`config.mk`:
```
export PLATFORM = sky130hd
export DESIGN_NAME = min_max_feature_scaler_top
export DESIGN_NICKNAME = d
export VERILOG_FILES = /design/src/hw/rtl/mmfs_pkg.sv /design/src/hw/rtl/mmfs_ram.sv /design/src/hw/rtl/mmfs_front.sv /design/src/hw/rtl/mmfs_queue.sv /design/src/hw/rtl/mmfs_back.sv /design/src/hw/rtl/min_max_feature_scaler_top.sv
export SDC_FILE = /design/constraint.sdc
export NUM_CORES = 2
export LEC_CHECK = 0
export BUFFER_PORTS_ARGS = -buffer_cell sky130_fd_sc_hd__buf_2
export CAP_MARGIN = 20
export CORE_ASPECT_RATIO = 0.6
export CORE_MARGIN = 5
export CORE_UTILIZATION = 50
export CTS_CLUSTER_DIAMETER = 80
export CTS_CLUSTER_SIZE = 16
export DETAILED_ROUTE_END_ITERATION = 8
export PLACE_DENSITY_LB_ADDON = 0.2
export SLEW_MARGIN = 20
export SYNTH_ARGS = -nofsm -noshare
export SYNTH_HDL_FRONTEND = slang
export SYNTH_SLANG_ARGS = --single-unit
export TNS_END_PERCENT = 30
```
`constraint.sdc`:
```
create_clock -name clk -period 25.4 [get_ports clk]
set_input_delay 1.27 -clock clk [delete_from_list [all_inputs] [get_ports clk]]
set_output_delay 1.27 -clock clk [all_outputs]
set_load 0.01 [all_outputs]
```
`src/hw/rtl/mmfs_pkg.sv`:
```
`timescale 1ns / 1ps
// ----------------------------------------------------------------------------
// Min-max feature scaler: shared package
// Job classification codes, status codes, fixed widths and the control record
// that travels with each request from the front end to the back end.
// ----------------------------------------------------------------------------
package mmfs_pkg;

	localparam int IDX_W  = 4;   // feature index width
	localparam int CNT_W  = 5;   // feature count register width
	localparam int OUT_W  = 24;  // Q7.16 result width
	localparam int INT_W  = 8;   // integer quotient bits (the quotient is at most 128)
	localparam int FRAC_W = 17;  // fraction bits, one more than the result for rounding
	localparam int QUO_W  = INT_W + FRAC_W;

	localparam logic [CNT_W-1:0] FEATURE_COUNT_RST = 5'd16;

	// Word index of the feature count register on the configuration port.
	localparam logic REG_FEATURE_COUNT = 1'b0;

	// Rounded magnitude limits for positive and negative results.
	localparam logic [QUO_W-1:0] MAG_LIMIT_POS = 25'd8388607;
	localparam logic [QUO_W-1:0] MAG_LIMIT_NEG = 25'd8388608;

	localparam logic signed [OUT_W-1:0] OUT_MAX = 24'sh7FFFFF;
	localparam logic signed [OUT_W-1:0] OUT_MIN = 24'sh800000;

	typedef enum logic [1:0] {
		ST_OK    = 2'd0,
		ST_RANGE = 2'd1,
		ST_UNFIT = 2'd2
	} status_t;

	typedef enum logic [1:0] {
		K_FIT = 2'd0,
		K_DIV = 2'd1,
		K_ERR = 2'd2
	} kind_t;

	typedef struct packed {
		kind_t            kind;
		logic             load;
		status_t          status;
		logic [IDX_W-1:0] index;
	} job_ctrl_t;

	localparam int CTRL_W = $bits(job_ctrl_t);

endpackage

```
`src/hw/rtl/mmfs_ram.sv`:
```
`timescale 1ns / 1ps
// ----------------------------------------------------------------------------
// Min-max feature scaler: generic RAM
// One write port and one read port with registered read data.
// ----------------------------------------------------------------------------
module mmfs_ram #(
	parameter int WIDTH  = 32,
	parameter int DEPTH  = 16,
	parameter int ADDR_W = (DEPTH > 1) ? $clog2(DEPTH) : 1
) (
	input  logic              clk,
	input  logic              we,
	input  logic [ADDR_W-1:0] waddr,
	input  logic [WIDTH-1:0]  wdata,
	input  logic              re,
	input  logic [ADDR_W-1:0] raddr,
	output logic [WIDTH-1:0]  rdata
);

	logic [WIDTH-1:0] mem_q [DEPTH];

	always_ff @(posedge clk) begin
		if (we) begin
			mem_q[waddr] <= wdata;
		end
		if (re) begin
			rdata <= mem_q[raddr];
		end
	end

endmodule

```
`src/hw/rtl/mmfs_front.sv`:
```
`timescale 1ns / 1ps
// ----------------------------------------------------------------------------
// Min-max feature scaler: front end
// Accepts a request, reads the feature's bounds once no fit is outstanding,
// classifies the request and hands it to the job queue.
// ----------------------------------------------------------------------------
module mmfs_front #(
	parameter int MAX_FEATURES = 16,
	parameter int VALUE_WIDTH  = 32,
	parameter int ADDR_W       = (MAX_FEATURES > 1) ? $clog2(MAX_FEATURES) : 1
) (
	input  logic                            clk,
	input  logic                            arst_n,
	input  logic                            start,
	output logic                            busy,
	input  logic                            op,
	input  logic [mmfs_pkg::IDX_W-1:0]      feature_index,
	input  logic                            first_sample,
	input  logic signed [VALUE_WIDTH-1:0]   sample_value,
	input  logic [mmfs_pkg::CNT_W-1:0]      feature_count,
	input  logic [MAX_FEATURES-1:0]         fitted,
	input  logic                            fit_done,
	output logic                            rd_en,
	output logic [ADDR_W-1:0]               rd_addr,
	input  logic signed [VALUE_WIDTH-1:0]   rd_min,
	input  logic signed [VALUE_WIDTH-1:0]   rd_max,
	input  logic                            q_full,
	output logic                            push,
	output mmfs_pkg::job_ctrl_t             push_ctrl,
	output logic signed [VALUE_WIDTH-1:0]   push_value,
	output logic signed [VALUE_WIDTH-1:0]   push_min,
	output logic signed [VALUE_WIDTH-1:0]   push_max
);

	import mmfs_pkg::*;

	typedef enum logic [1:0] {
		F_IDLE,
		F_WAIT,
		F_CLASS
	} fstate_t;

	fstate_t                 state_q;
	logic [1:0]              pend_q;
	logic                    op_q;
	logic [IDX_W-1:0]        idx_q;
	logic                    first_q;
	logic signed [VALUE_WIDTH-1:0] value_q;

	logic accept;
	logic in_range;
	logic fit_bit;
	logic push_fit;

	assign accept  = (state_q == F_IDLE) && start;
	assign busy    = (state_q != F_IDLE);
	assign rd_addr = ADDR_W'(idx_q);
	// Bounds may only be read once every earlier fit has been written back.
	assign rd_en   = (state_q == F_WAIT) && (pend_q == 2'd0);
	assign push    = (state_q == F_CLASS) && !q_full;

	assign in_range = ({1'b0, idx_q} < feature_count) && (32'(idx_q) < MAX_FEATURES);
	assign fit_bit  = fitted[rd_addr];

	always_comb begin
		push_ctrl.index  = idx_q;
		push_ctrl.load   = first_q || !fit_bit;
		push_ctrl.status = ST_OK;
		push_ctrl.kind   = K_DIV;
		if (!in_range) begin
			push_ctrl.kind   = K_ERR;
			push_ctrl.status = ST_RANGE;
		end else if (!op_q) begin
			push_ctrl.kind   = K_FIT;
		end else if (!fit_bit) begin
			push_ctrl.kind   = K_ERR;
			push_ctrl.status = ST_UNFIT;
		end
	end

	assign push_value = value_q;
	assign push_min   = rd_min;
	assign push_max   = rd_max;
	assign push_fit   = push && (push_ctrl.kind == K_FIT);

	always_ff @(posedge clk or negedge arst_n) begin
		if (!arst_n) begin
			state_q <= F_IDLE;
			pend_q  <= 2'd0;
		end else begin
			case (state_q)
				F_IDLE: begin
					if (start) begin
						state_q <= F_WAIT;
					end
				end
				F_WAIT: begin
					if (rd_en) begin
						state_q <= F_CLASS;
					end
				end
				F_CLASS: begin
					if (push) begin
						state_q <= F_IDLE;
					end
				end
				default: begin
					state_q <= F_IDLE;
				end
			endcase
			case ({push_fit, fit_done})
				2'b10:   pend_q <= pend_q + 2'd1;
				2'b01:   pend_q <= pend_q - 2'd1;
				default: pend_q <= pend_q;
			endcase
		end
	end

	always_ff @(posedge clk) begin
		if (accept) begin
			op_q    <= op;
			idx_q   <= feature_index;
			first_q <= first_sample;
			value_q <= sample_value;
		end
	end

endmodule

```
`src/hw/rtl/mmfs_queue.sv`:
```
`timescale 1ns / 1ps
// ----------------------------------------------------------------------------
// Min-max feature scaler: job queue
// Two-entry first-in first-out buffer between the front end and back end.
// ----------------------------------------------------------------------------
module mmfs_queue #(
	parameter int WIDTH = 64
) (
	input  logic             clk,
	input  logic             arst_n,
	input  logic             push,
	input  logic [WIDTH-1:0] wr_data,
	output logic             full,
	input  logic             pop,
	output logic             valid,
	output logic [WIDTH-1:0] rd_data
);

	localparam int DEPTH = 2;
	localparam int PTR_W = 1;

	logic [WIDTH-1:0] slot_q [DEPTH];
	logic [PTR_W-1:0] wr_ptr_q;
	logic [PTR_W-1:0] rd_ptr_q;
	logic [PTR_W:0]   cnt_q;

	assign full    = (cnt_q == (PTR_W + 1)'(DEPTH));
	assign valid   = (cnt_q != '0);
	assign rd_data = slot_q[rd_ptr_q];

	always_ff @(posedge clk or negedge arst_n) begin
		if (!arst_n) begin
			wr_ptr_q <= '0;
			rd_ptr_q <= '0;
			cnt_q    <= '0;
		end else begin
			if (push) begin
				wr_ptr_q <= wr_ptr_q + 1'b1;
			end
			if (pop) begin
				rd_ptr_q <= rd_ptr_q + 1'b1;
			end
			case ({push, pop})
				2'b10:   cnt_q <= cnt_q + 1'b1;
				2'b01:   cnt_q <= cnt_q - 1'b1;
				default: cnt_q <= cnt_q;
			endcase
		end
	end

	always_ff @(posedge clk) begin
		if (push) begin
			slot_q[wr_ptr_q] <= wr_data;
		end
	end

endmodule

```
`src/hw/rtl/mmfs_back.sv`:
```
`timescale 1ns / 1ps
// ----------------------------------------------------------------------------
// Min-max feature scaler: back end
// Carries out queued jobs: bound updates for fits, and a radix-2 restoring
// division with rounding and clamping for transforms. Drives the result.
// ----------------------------------------------------------------------------
module mmfs_back #(
	parameter int MAX_FEATURES = 16,
	parameter int VALUE_WIDTH  = 32,
	parameter int ADDR_W       = (MAX_FEATURES > 1) ? $clog2(MAX_FEATURES) : 1
) (
	input  logic                              clk,
	input  logic                              arst_n,
	input  logic                              q_valid,
	output logic                              pop,
	input  mmfs_pkg::job_ctrl_t               head_ctrl,
	input  logic signed [VALUE_WIDTH-1:0]     head_value,
	input  logic signed [VALUE_WIDTH-1:0]     head_min,
	input  logic signed [VALUE_WIDTH-1:0]     head_max,
	output logic                              wr_en,
	output logic [ADDR_W-1:0]                 wr_addr,
	output logic signed [VALUE_WIDTH-1:0]     wr_min,
	output logic signed [VALUE_WIDTH-1:0]     wr_max,
	output logic [MAX_FEATURES-1:0]           fitted,
	output logic                              fit_done,
	output logic                              done,
	output logic [1:0]                        status,
	output logic signed [mmfs_pkg::OUT_W-1:0] scaled_value,
	output logic                              saturated,
	output logic [mmfs_pkg::IDX_W-1:0]        echo_index
);

	import mmfs_pkg::*;

	localparam int VW     = VALUE_WIDTH;
	localparam int STEP_W = $clog2(QUO_W);

	typedef enum logic [2:0] {
		B_IDLE,
		B_SETUP,
		B_CHECK,
		B_DIV,
		B_ROUND
	} bstate_t;

	bstate_t                 state_q;
	logic                    done_q;
	status_t                 status_q;
	logic signed [OUT_W-1:0] scaled_q;
	logic                    sat_q;
	logic [IDX_W-1:0]        echo_q;
	logic [MAX_FEATURES-1:0] fitted_q;
	logic [STEP_W-1:0]       step_q;

	logic [IDX_W-1:0]        idx_q;
	logic signed [VW-1:0]    value_q;
	logic signed [VW-1:0]    min_q;
	logic signed [VW-1:0]    max_q;
	logic                    neg_q;
	logic [VW-1:0]           mag_q;
	logic [VW-1:0]           den_q;
	logic [VW-1:0]           rem_q;
	logic [QUO_W-1:0]        sh_q;
	logic [QUO_W-1:0]        quo_q;

	logic signed [VW:0]      num;
	logic signed [VW:0]      rng;
	logic [VW:0]             num_mag;
	logic [VW+7:0]           sat_bound;
	logic                    too_big;
	logic [VW:0]             trial;
	logic [VW:0]             trial_sub;
	logic                    trial_ge;
	logic [QUO_W-1:0]        rounded;
	logic [QUO_W-1:0]        limit;
	logic                    clamp;
	logic [QUO_W-1:0]        res_mag;
	logic [QUO_W-1:0]        res_neg;
	logic signed [OUT_W-1:0] res_final;

	// Fit update straight from the head of the queue.
	assign pop      = (state_q == B_IDLE) && q_valid;
	assign wr_en    = pop && (head_ctrl.kind == K_FIT);
	assign fit_done = wr_en;
	assign wr_addr  = ADDR_W'(head_ctrl.index);
	assign wr_min   = (head_ctrl.load || (head_value < head_min)) ? head_value : head_min;
	assign wr_max   = (head_ctrl.load || (head_value > head_max)) ? head_value : head_max;

	// Operand set-up: magnitude of the offset from the minimum, and the range.
	assign num     = (VW + 1)'(value_q) - (VW + 1)'(min_q);
	assign rng     = (VW + 1)'(max_q) - (VW + 1)'(min_q);
	assign num_mag = num[VW] ? ((VW + 1)'(0) - num) : num;

	// An integer part above 128 is the same as the offset reaching 129 ranges.
	assign sat_bound = {1'b0, den_q, 7'b0} + (VW + 8)'(den_q);
	assign too_big   = ((VW + 8)'(mag_q) >= sat_bound);

	// One quotient bit per cycle.
	assign trial     = {rem_q, sh_q[QUO_W-1]};
	assign trial_ge  = (trial >= {1'b0, den_q});
	assign trial_sub = trial - {1'b0, den_q};

	// Round to nearest with ties away from zero, then clamp and apply the sign.
	assign rounded   = (quo_q >> 1) + QUO_W'(quo_q[0]);
	assign limit     = neg_q ? MAG_LIMIT_NEG : MAG_LIMIT_POS;
	assign clamp     = (rounded > limit);
	assign res_mag   = clamp ? limit : rounded;
	assign res_neg   = QUO_W'(0) - res_mag;
	assign res_final = neg_q ? res_neg[OUT_W-1:0] : res_mag[OUT_W-1:0];

	assign fitted       = fitted_q;
	assign done         = done_q;
	assign status       = status_q;
	assign scaled_value = scaled_q;
	assign saturated    = sat_q;
	assign echo_index   = echo_q;

	always_ff @(posedge clk or negedge arst_n) begin
		if (!arst_n) begin
			state_q  <= B_IDLE;
			done_q   <= 1'b0;
			status_q <= ST_OK;
			scaled_q <= '0;
			sat_q    <= 1'b0;
			echo_q   <= '0;
			fitted_q <= '0;
			step_q   <= '0;
		end else begin
			done_q <= 1'b0;
			case (state_q)
				B_IDLE: begin
					if (q_valid) begin
						case (head_ctrl.kind)
							K_FIT: begin
								fitted_q[wr_addr] <= 1'b1;
								done_q   <= 1'b1;
								status_q <= ST_OK;
								scaled_q <= '0;
								sat_q    <= 1'b0;
								echo_q   <= head_ctrl.index;
							end
							K_DIV: begin
								state_q <= B_SETUP;
							end
							default: begin
								done_q   <= 1'b1;
								status_q <= head_ctrl.status;
								scaled_q <= '0;
								sat_q    <= 1'b0;
								echo_q   <= head_ctrl.index;
							end
						endcase
					end
				end
				B_SETUP: begin
					state_q <= B_CHECK;
				end
				B_CHECK: begin
					step_q <= '0;
					if (den_q == '0) begin
						state_q  <= B_IDLE;
						done_q   <= 1'b1;
						status_q <= ST_OK;
						scaled_q <= '0;
						sat_q    <= 1'b0;
						echo_q   <= idx_q;
					end else if (too_big) begin
						state_q  <= B_IDLE;
						done_q   <= 1'b1;
						status_q <= ST_OK;
						scaled_q <= neg_q ? OUT_MIN : OUT_MAX;
						sat_q    <= 1'b1;
						echo_q   <= idx_q;
					end else begin
						state_q <= B_DIV;
					end
				end
				B_DIV: begin
					step_q <= step_q + 1'b1;
					if (step_q == STEP_W'(QUO_W - 1)) begin
						state_q <= B_ROUND;
					end
				end
				B_ROUND: begin
					state_q  <= B_IDLE;
					done_q   <= 1'b1;
					status_q <= ST_OK;
					scaled_q <= res_final;
					sat_q    <= clamp;
					echo_q   <= idx_q;
				end
				default: begin
					state_q <= B_IDLE;
				end
			endcase
		end
	end

	always_ff @(posedge clk) begin
		case (state_q)
			B_IDLE: begin
				if (q_valid) begin
					idx_q   <= head_ctrl.index;
					value_q <= head_value;
					min_q   <= head_min;
					max_q   <= head_max;
				end
			end
			B_SETUP: begin
				neg_q <= num[VW];
				mag_q <= num_mag[VW-1:0];
				den_q <= rng[VW-1:0];
			end
			B_CHECK: begin
				// The top of the dividend is already below the divisor here.
				rem_q <= mag_q >> INT_W;
				sh_q  <= {mag_q[INT_W-1:0], {FRAC_W{1'b0}}};
				quo_q <= '0;
			end
			B_DIV: begin
				rem_q <= trial_ge ? trial_sub[VW-1:0] : trial[VW-1:0];
				sh_q  <= sh_q << 1;
				quo_q <= {quo_q[QUO_W-2:0], trial_ge};
			end
			default: begin
			end
		endcase
	end

endmodule

```
`src/hw/rtl/min_max_feature_scaler_top.sv`:
```
`timescale 1ns / 1ps
// ----------------------------------------------------------------------------
// Min-max feature scaler: top level
// Per-feature minimum and maximum tracking with a fixed-point scaling
// transform, behind a command interface and a register port.
// ----------------------------------------------------------------------------
// A request is taken on a rising edge where start is high and busy is low.
// op selects fit (0), which loads or widens the bounds of feature
// feature_index, or transform (1), which returns (value - min) / (max - min)
// as signed Q7.16, rounded to nearest with ties away from zero and clamped
// with saturated set. Every request yields exactly one result, shown for a
// single cycle with done high; the receiver must take it then, as there is
// no way to hold results back. A transform occupies the back end from the
// cycle that takes it from the queue through operand set-up, a range check
// that ends the job early for a zero range or a saturated result, the
// one-bit-per-cycle divider and a rounding step, and the back end takes no
// further job until its result is out. Fits and error answers are finished
// in the cycle that takes them from the queue. The front end takes no new
// request until the current one has been pushed into the two-entry job
// queue, and waits while that queue is full; a request that follows a fit also
// waits in the front end until that fit has been written to the bound
// memories. feature_count is written through the register port at byte
// address 0 and should only be changed while the block is idle.
// ----------------------------------------------------------------------------
module min_max_feature_scaler_top #(
	parameter int MAX_FEATURES = 16,
	parameter int VALUE_WIDTH  = 32
) (
	input  logic                              clk,
	input  logic                              arst_n,
	// Configuration port
	input  logic                              psel,
	input  logic                              penable,
	input  logic                              pwrite,
	input  logic [2:0]                        paddr,
	input  logic [31:0]                       pwdata,
	output logic [31:0]                       prdata,
	output logic                              pready,
	// Request
	input  logic                              start,
	output logic                              busy,
	input  logic                              op,
	input  logic [mmfs_pkg::IDX_W-1:0]        feature_index,
	input  logic                              first_sample,
	input  logic signed [VALUE_WIDTH-1:0]     sample_value,
	// Result
	output logic                              done,
	output logic [1:0]                        status,
	output logic signed [mmfs_pkg::OUT_W-1:0] scaled_value,
	output logic                              saturated,
	output logic [mmfs_pkg::IDX_W-1:0]        echo_index
);

	import mmfs_pkg::*;

	localparam int ADDR_W = (MAX_FEATURES > 1) ? $clog2(MAX_FEATURES) : 1;
	localparam int QW     = CTRL_W + 3 * VALUE_WIDTH;

	logic [CNT_W-1:0] feature_count_q;

	// Front end to memories and queue
	logic                          rd_en;
	logic [ADDR_W-1:0]             rd_addr;
	logic signed [VALUE_WIDTH-1:0] rd_min;
	logic signed [VALUE_WIDTH-1:0] rd_max;
	logic                          push;
	job_ctrl_t                     push_ctrl;
	logic signed [VALUE_WIDTH-1:0] push_value;
	logic signed [VALUE_WIDTH-1:0] push_min;
	logic signed [VALUE_WIDTH-1:0] push_max;
	logic                          q_full;

	// Queue to back end
	logic                          q_valid;
	logic                          pop;
	logic [QW-1:0]                 q_rd;
	job_ctrl_t                     head_ctrl;
	logic signed [VALUE_WIDTH-1:0] head_value;
	logic signed [VALUE_WIDTH-1:0] head_min;
	logic signed [VALUE_WIDTH-1:0] head_max;

	// Back end write-back
	logic                          wr_en;
	logic [ADDR_W-1:0]             wr_addr;
	logic signed [VALUE_WIDTH-1:0] wr_min;
	logic signed [VALUE_WIDTH-1:0] wr_max;
	logic [MAX_FEATURES-1:0]       fitted;
	logic                          fit_done;

	// Register port: a single register, written on the access phase.
	assign pready = 1'b1;
	assign prdata = (paddr[2] == REG_FEATURE_COUNT) ? 32'(feature_count_q) : 32'd0;

	always_ff @(posedge clk or negedge arst_n) begin
		if (!arst_n) begin
			feature_count_q <= FEATURE_COUNT_RST;
		end else if (psel && penable && pwrite && pready && (paddr[2] == REG_FEATURE_COUNT)) begin
			feature_count_q <= pwdata[CNT_W-1:0];
		end
	end

	mmfs_front #(
		.MAX_FEATURES (MAX_FEATURES),
		.VALUE_WIDTH  (VALUE_WIDTH),
		.ADDR_W       (ADDR_W)
	) u_front (
		.clk           (clk),
		.arst_n        (arst_n),
		.start         (start),
		.busy          (busy),
		.op            (op),
		.feature_index (feature_index),
		.first_sample  (first_sample),
		.sample_value  (sample_value),
		.feature_count (feature_count_q),
		.fitted        (fitted),
		.fit_done      (fit_done),
		.rd_en         (rd_en),
		.rd_addr       (rd_addr),
		.rd_min        (rd_min),
		.rd_max        (rd_max),
		.q_full        (q_full),
		.push          (push),
		.push_ctrl     (push_ctrl),
		.push_value    (push_value),
		.push_min      (push_min),
		.push_max      (push_max)
	);

	// The minimum and maximum of each feature live in two identical memories.
	mmfs_ram #(
		.WIDTH  (VALUE_WIDTH),
		.DEPTH  (MAX_FEATURES),
		.ADDR_W (ADDR_W)
	) u_min_ram (
		.clk   (clk),
		.we    (wr_en),
		.waddr (wr_addr),
		.wdata (wr_min),
		.re    (rd_en),
		.raddr (rd_addr),
		.rdata (rd_min)
	);

	mmfs_ram #(
		.WIDTH  (VALUE_WIDTH),
		.DEPTH  (MAX_FEATURES),
		.ADDR_W (ADDR_W)
	) u_max_ram (
		.clk   (clk),
		.we    (wr_en),
		.waddr (wr_addr),
		.wdata (wr_max),
		.re    (rd_en),
		.raddr (rd_addr),
		.rdata (rd_max)
	);

	mmfs_queue #(
		.WIDTH (QW)
	) u_queue (
		.clk     (clk),
		.arst_n  (arst_n),
		.push    (push),
		.wr_data ({push_ctrl, push_value, push_min, push_max}),
		.full    (q_full),
		.pop     (pop),
		.valid   (q_valid),
		.rd_data (q_rd)
	);

	assign head_ctrl  = q_rd[QW-1 -: CTRL_W];
	assign head_value = q_rd[3*VALUE_WIDTH-1 -: VALUE_WIDTH];
	assign head_min   = q_rd[2*VALUE_WIDTH-1 -: VALUE_WIDTH];
	assign head_max   = q_rd[VALUE_WIDTH-1:0];

	mmfs_back #(
		.MAX_FEATURES (MAX_FEATURES),
		.VALUE_WIDTH  (VALUE_WIDTH),
		.ADDR_W       (ADDR_W)
	) u_back (
		.clk          (clk),
		.arst_n       (arst_n),
		.q_valid      (q_valid),
		.pop          (pop),
		.head_ctrl    (head_ctrl),
		.head_value   (head_value),
		.head_min     (head_min),
		.head_max     (head_max),
		.wr_en        (wr_en),
		.wr_addr      (wr_addr),
		.wr_min       (wr_min),
		.wr_max       (wr_max),
		.fitted       (fitted),
		.fit_done     (fit_done),
		.done         (done),
		.status       (status),
		.scaled_value (scaled_value),
		.saturated    (saturated),
		.echo_index   (echo_index)
	);

endmodule
```
==> metrics.txt <==
outcome finished, final reports clean; final setup TNS 0 ns; post-synthesis mux area share 12.9%; Power Density 111 mW/mm2; Final Instance Area 0.0788 mm2; GPL Wtd Cong 0.921; Die W 501 um; Compound-Gate Fraction of Synth Area 6.00%; Antenna Nets Post-Route 0; clock skew about 0.038 ns; worst hold start u_max_ram.rdata[13]; number of port buffers 87; row count 108; CP endpoint kind register; global-route wire length before repair 260 mm; Post-CTS Setup Bufs 0; Worst path slowest cell dfrtp_4; # resized after CTS 0; cells after synthesis around 4400; final layout net count 4881; layout cells sized above 1 roughly 17%; CP cell instances buf_4 -> mux2i_1 -> inv_1 -> ha_1 -> nor2b_1 -> o21a_1 -> o21ai_0 -> nand2b_1 -> a21oi_1 -> o21ai_0 -> a221o_1 -> a221oi_1 -> o21ai_0 -> o21ai_4 -> buf_4 -> mux2i_2; RSZ-0062 raised after global routing no; num ports 145; DR vias/cell approximately 6; Reg clk slew, reported paths ~0.07 ns; synth top area cells edfxtp_1 (65%), mux4_2 (10%), ha_1 (4.3%); clk sinks 1635; commonest non-fill, non-tap cell in the layout edfxtp_1; area growth from synthesis to layout 8.94%; die span in y 305 um; Static Leakage 0.0277 uW; post-synthesis simple-gate area fraction under 10%; Seq/Total Area, Yosys 67.4%; die area 0.153 mm2; final period utilization 30.2%; Post-synth EDFFs approximately 1600; Synth top area share 65.0%; fin util 54.7%; Max Slew Vio Count 0; largest net degree at the start of global routing 70; latest clock arrival within the worst-skew pair 0.76 ns; Slew HR roughly 24%; commonest non-fill, non-tap cells in the layout edfxtp_1 (1566), mux4_2 (325), ha_1 (250), inv_1 (240), a21oi_1 (178); Routed WL 179 mm; Largest regs u_max_ram.mem_q: 512 flops, u_min_ram.mem_q: 512 flops, u_queue.slot_q: 210 flops; Seq cells post-synth between 1500 and 2000; Synth Warn # 0; cell area after synthesis 0.0723 mm2; Pre-Repair DR Iteration Count 5; sequential cell area roughly 0.05 mm2; endpoints failing setup 0; Core ar. 0.144 mm2; Clock Path Buffers 3; Area after DPL 0.0755 mm2; Critical Path Start Type register; slew at the pin closest to its max-slew limit 1.13 ns; Max Fclk 130 MHz; Max FO, Critical Path 39; number of global-route vias before repair 38390; crit-path most repeated cell o21ai_0; final hold vios 0; xor-xnor portion of the synthesized cell area 1.97%; DR DRC count 0; main combinational cell family by area after synthesis multiplexers; worst reg2reg path startpoint u_queue.rd_ptr_q; asr flop ratio synth 4.22%; clock root buffer master clkbuf_16; Filler cells between 10000 and 15000; min Tclk post-route 7.68 ns; CP top delay family compound AO/OA/AOI/OAI gates; initial antenna violation count 3; Top FF cell, synth edfxtp_1; Peak VDD IR 0.0000622 V; H-Tree Depth 3; CTS buffer count approximately 110; global route total overflow 0; CP arrival 8.10 ns; hpwl dp 112 mm; Synth Area in Adders 4.43%; Starting DRT DRC Count 5040; GRT Total Usage between 20% and 30%; CP startpoint u_queue.rd_ptr_q; area of the multi-input gates 0.0224 mm2; synth unique cells 89; worst min-delay path class reg -> reg; syn_area_per_cell 16.4 um2; Critical Path Max Stage Delay 0.94 ns; WP buf/inv 3; total number of vias 39942; Hold Buf Count CTS 0; CTS tree done; Max Cap Violations 0; crit path kind reg -> reg; required time of the critical path between 20 and 30 ns; Starting Density 50.2%; Yosys top cell by area edfxtp_1; drt wl/cell between 20 and 30 um
## synth_stat cells, types with 8 or more instances
library cell  count
nor3_1           39
o211ai_1         15
nand4_1          58
buf_4            30
ha_1            250
a21o_1          101
mux4_2          325
inv_1           240
or2_2            23
and2_1           12
a21oi_1         178
o21ai_0         176
mux2_2           22
clkbuf_1        115
nand2_1         166
a31oi_1          16
dfrtp_1          68
o22ai_1           9
and3_1           45
xor2_1           61
buf_1            38
nor4_1           24
o31ai_1          15
mux2i_1         174
edfxtp_1       1566
a211oi_1         14
o31a_1            8
o21bai_1          9
o21a_1           27
xnor2_1         102
nand2b_1         28
nand3_1          72
or3_1            17
nor2_1          170
nor2b_1          31
## cell families (layout without fill, tap and decap cells)
family,count (synthesis),in the layout
muxes,521,521
xor gates and xnor gates,163,163
other,2,29
DFF,1635,1635
adders and majority gates,254,254
and+or+nand+nor,717,717
buffers and inverters,430,582
AOI/OAI and AO/OA,677,677
## through the flow
step / hold WS (ns) / std cells / setup WS (ns) / total power [uW]
2_1_floorplan: 0.421 / 4425 / 10.42 / 6000
3_3_place_gp: 0.422 / 6355 / 17.69 / 6920
3_5_place_dp: 0.432 / 6356 / 17.57 / 6990
4_1_cts: 0.424 / 6500 / 17.53 / 8680
5_1_grt: 0.448 / 6503 / 17.36 / 9180
6_report: 0.430 / 6503 / 17.72 / 8720
## layout make-up
type / count / share of cell area (%)
antenna: 1 / 0.00318
clock buffer: 137 / 3.78
multi-input combinational: 2360 / 28.4
tap: 1925 / 3.06
clock inverter: 7 / 0.135
sequential: 1635 / 61.9
inverter: 242 / 1.15
timing repair buffer: 196 / 1.62
## routing by layer
layer | routed length [um] | part of all wire, % | global-route usage [%]
met2 | 76400 | 43 | 33.0
met5 | 13 | 0.0073 | 0
met1 | 81500 | 46 | 36.6
met3 | 17400 | 9.7 | 5.53
met4 | 3300 | 1.8 | 4.68
## final timing paths
check                      depth (start not counted)                      end  slack [ns]
setup / recovery                                  16  u_max_ram.mem_q[14][14]       17.72
hold / removal                                     0    u_queue.slot_q[0][13]        0.43
setup reg to reg                                  16  u_max_ram.mem_q[14][14]       17.72
hold reg to reg                                    0    u_queue.slot_q[0][13]        0.43
max in group asynchronous                          1         u_queue.rd_ptr_q       24.05
min in group asynchronous                          1  u_back.scaled_value[14]        0.64
## power breakdown
part / switching [uW] / internal (uW)
Combinational: 2000 / 1160
Sequential: 194 / 3670
Clock: 874 / 821
(Power assumes the default switching activity.)
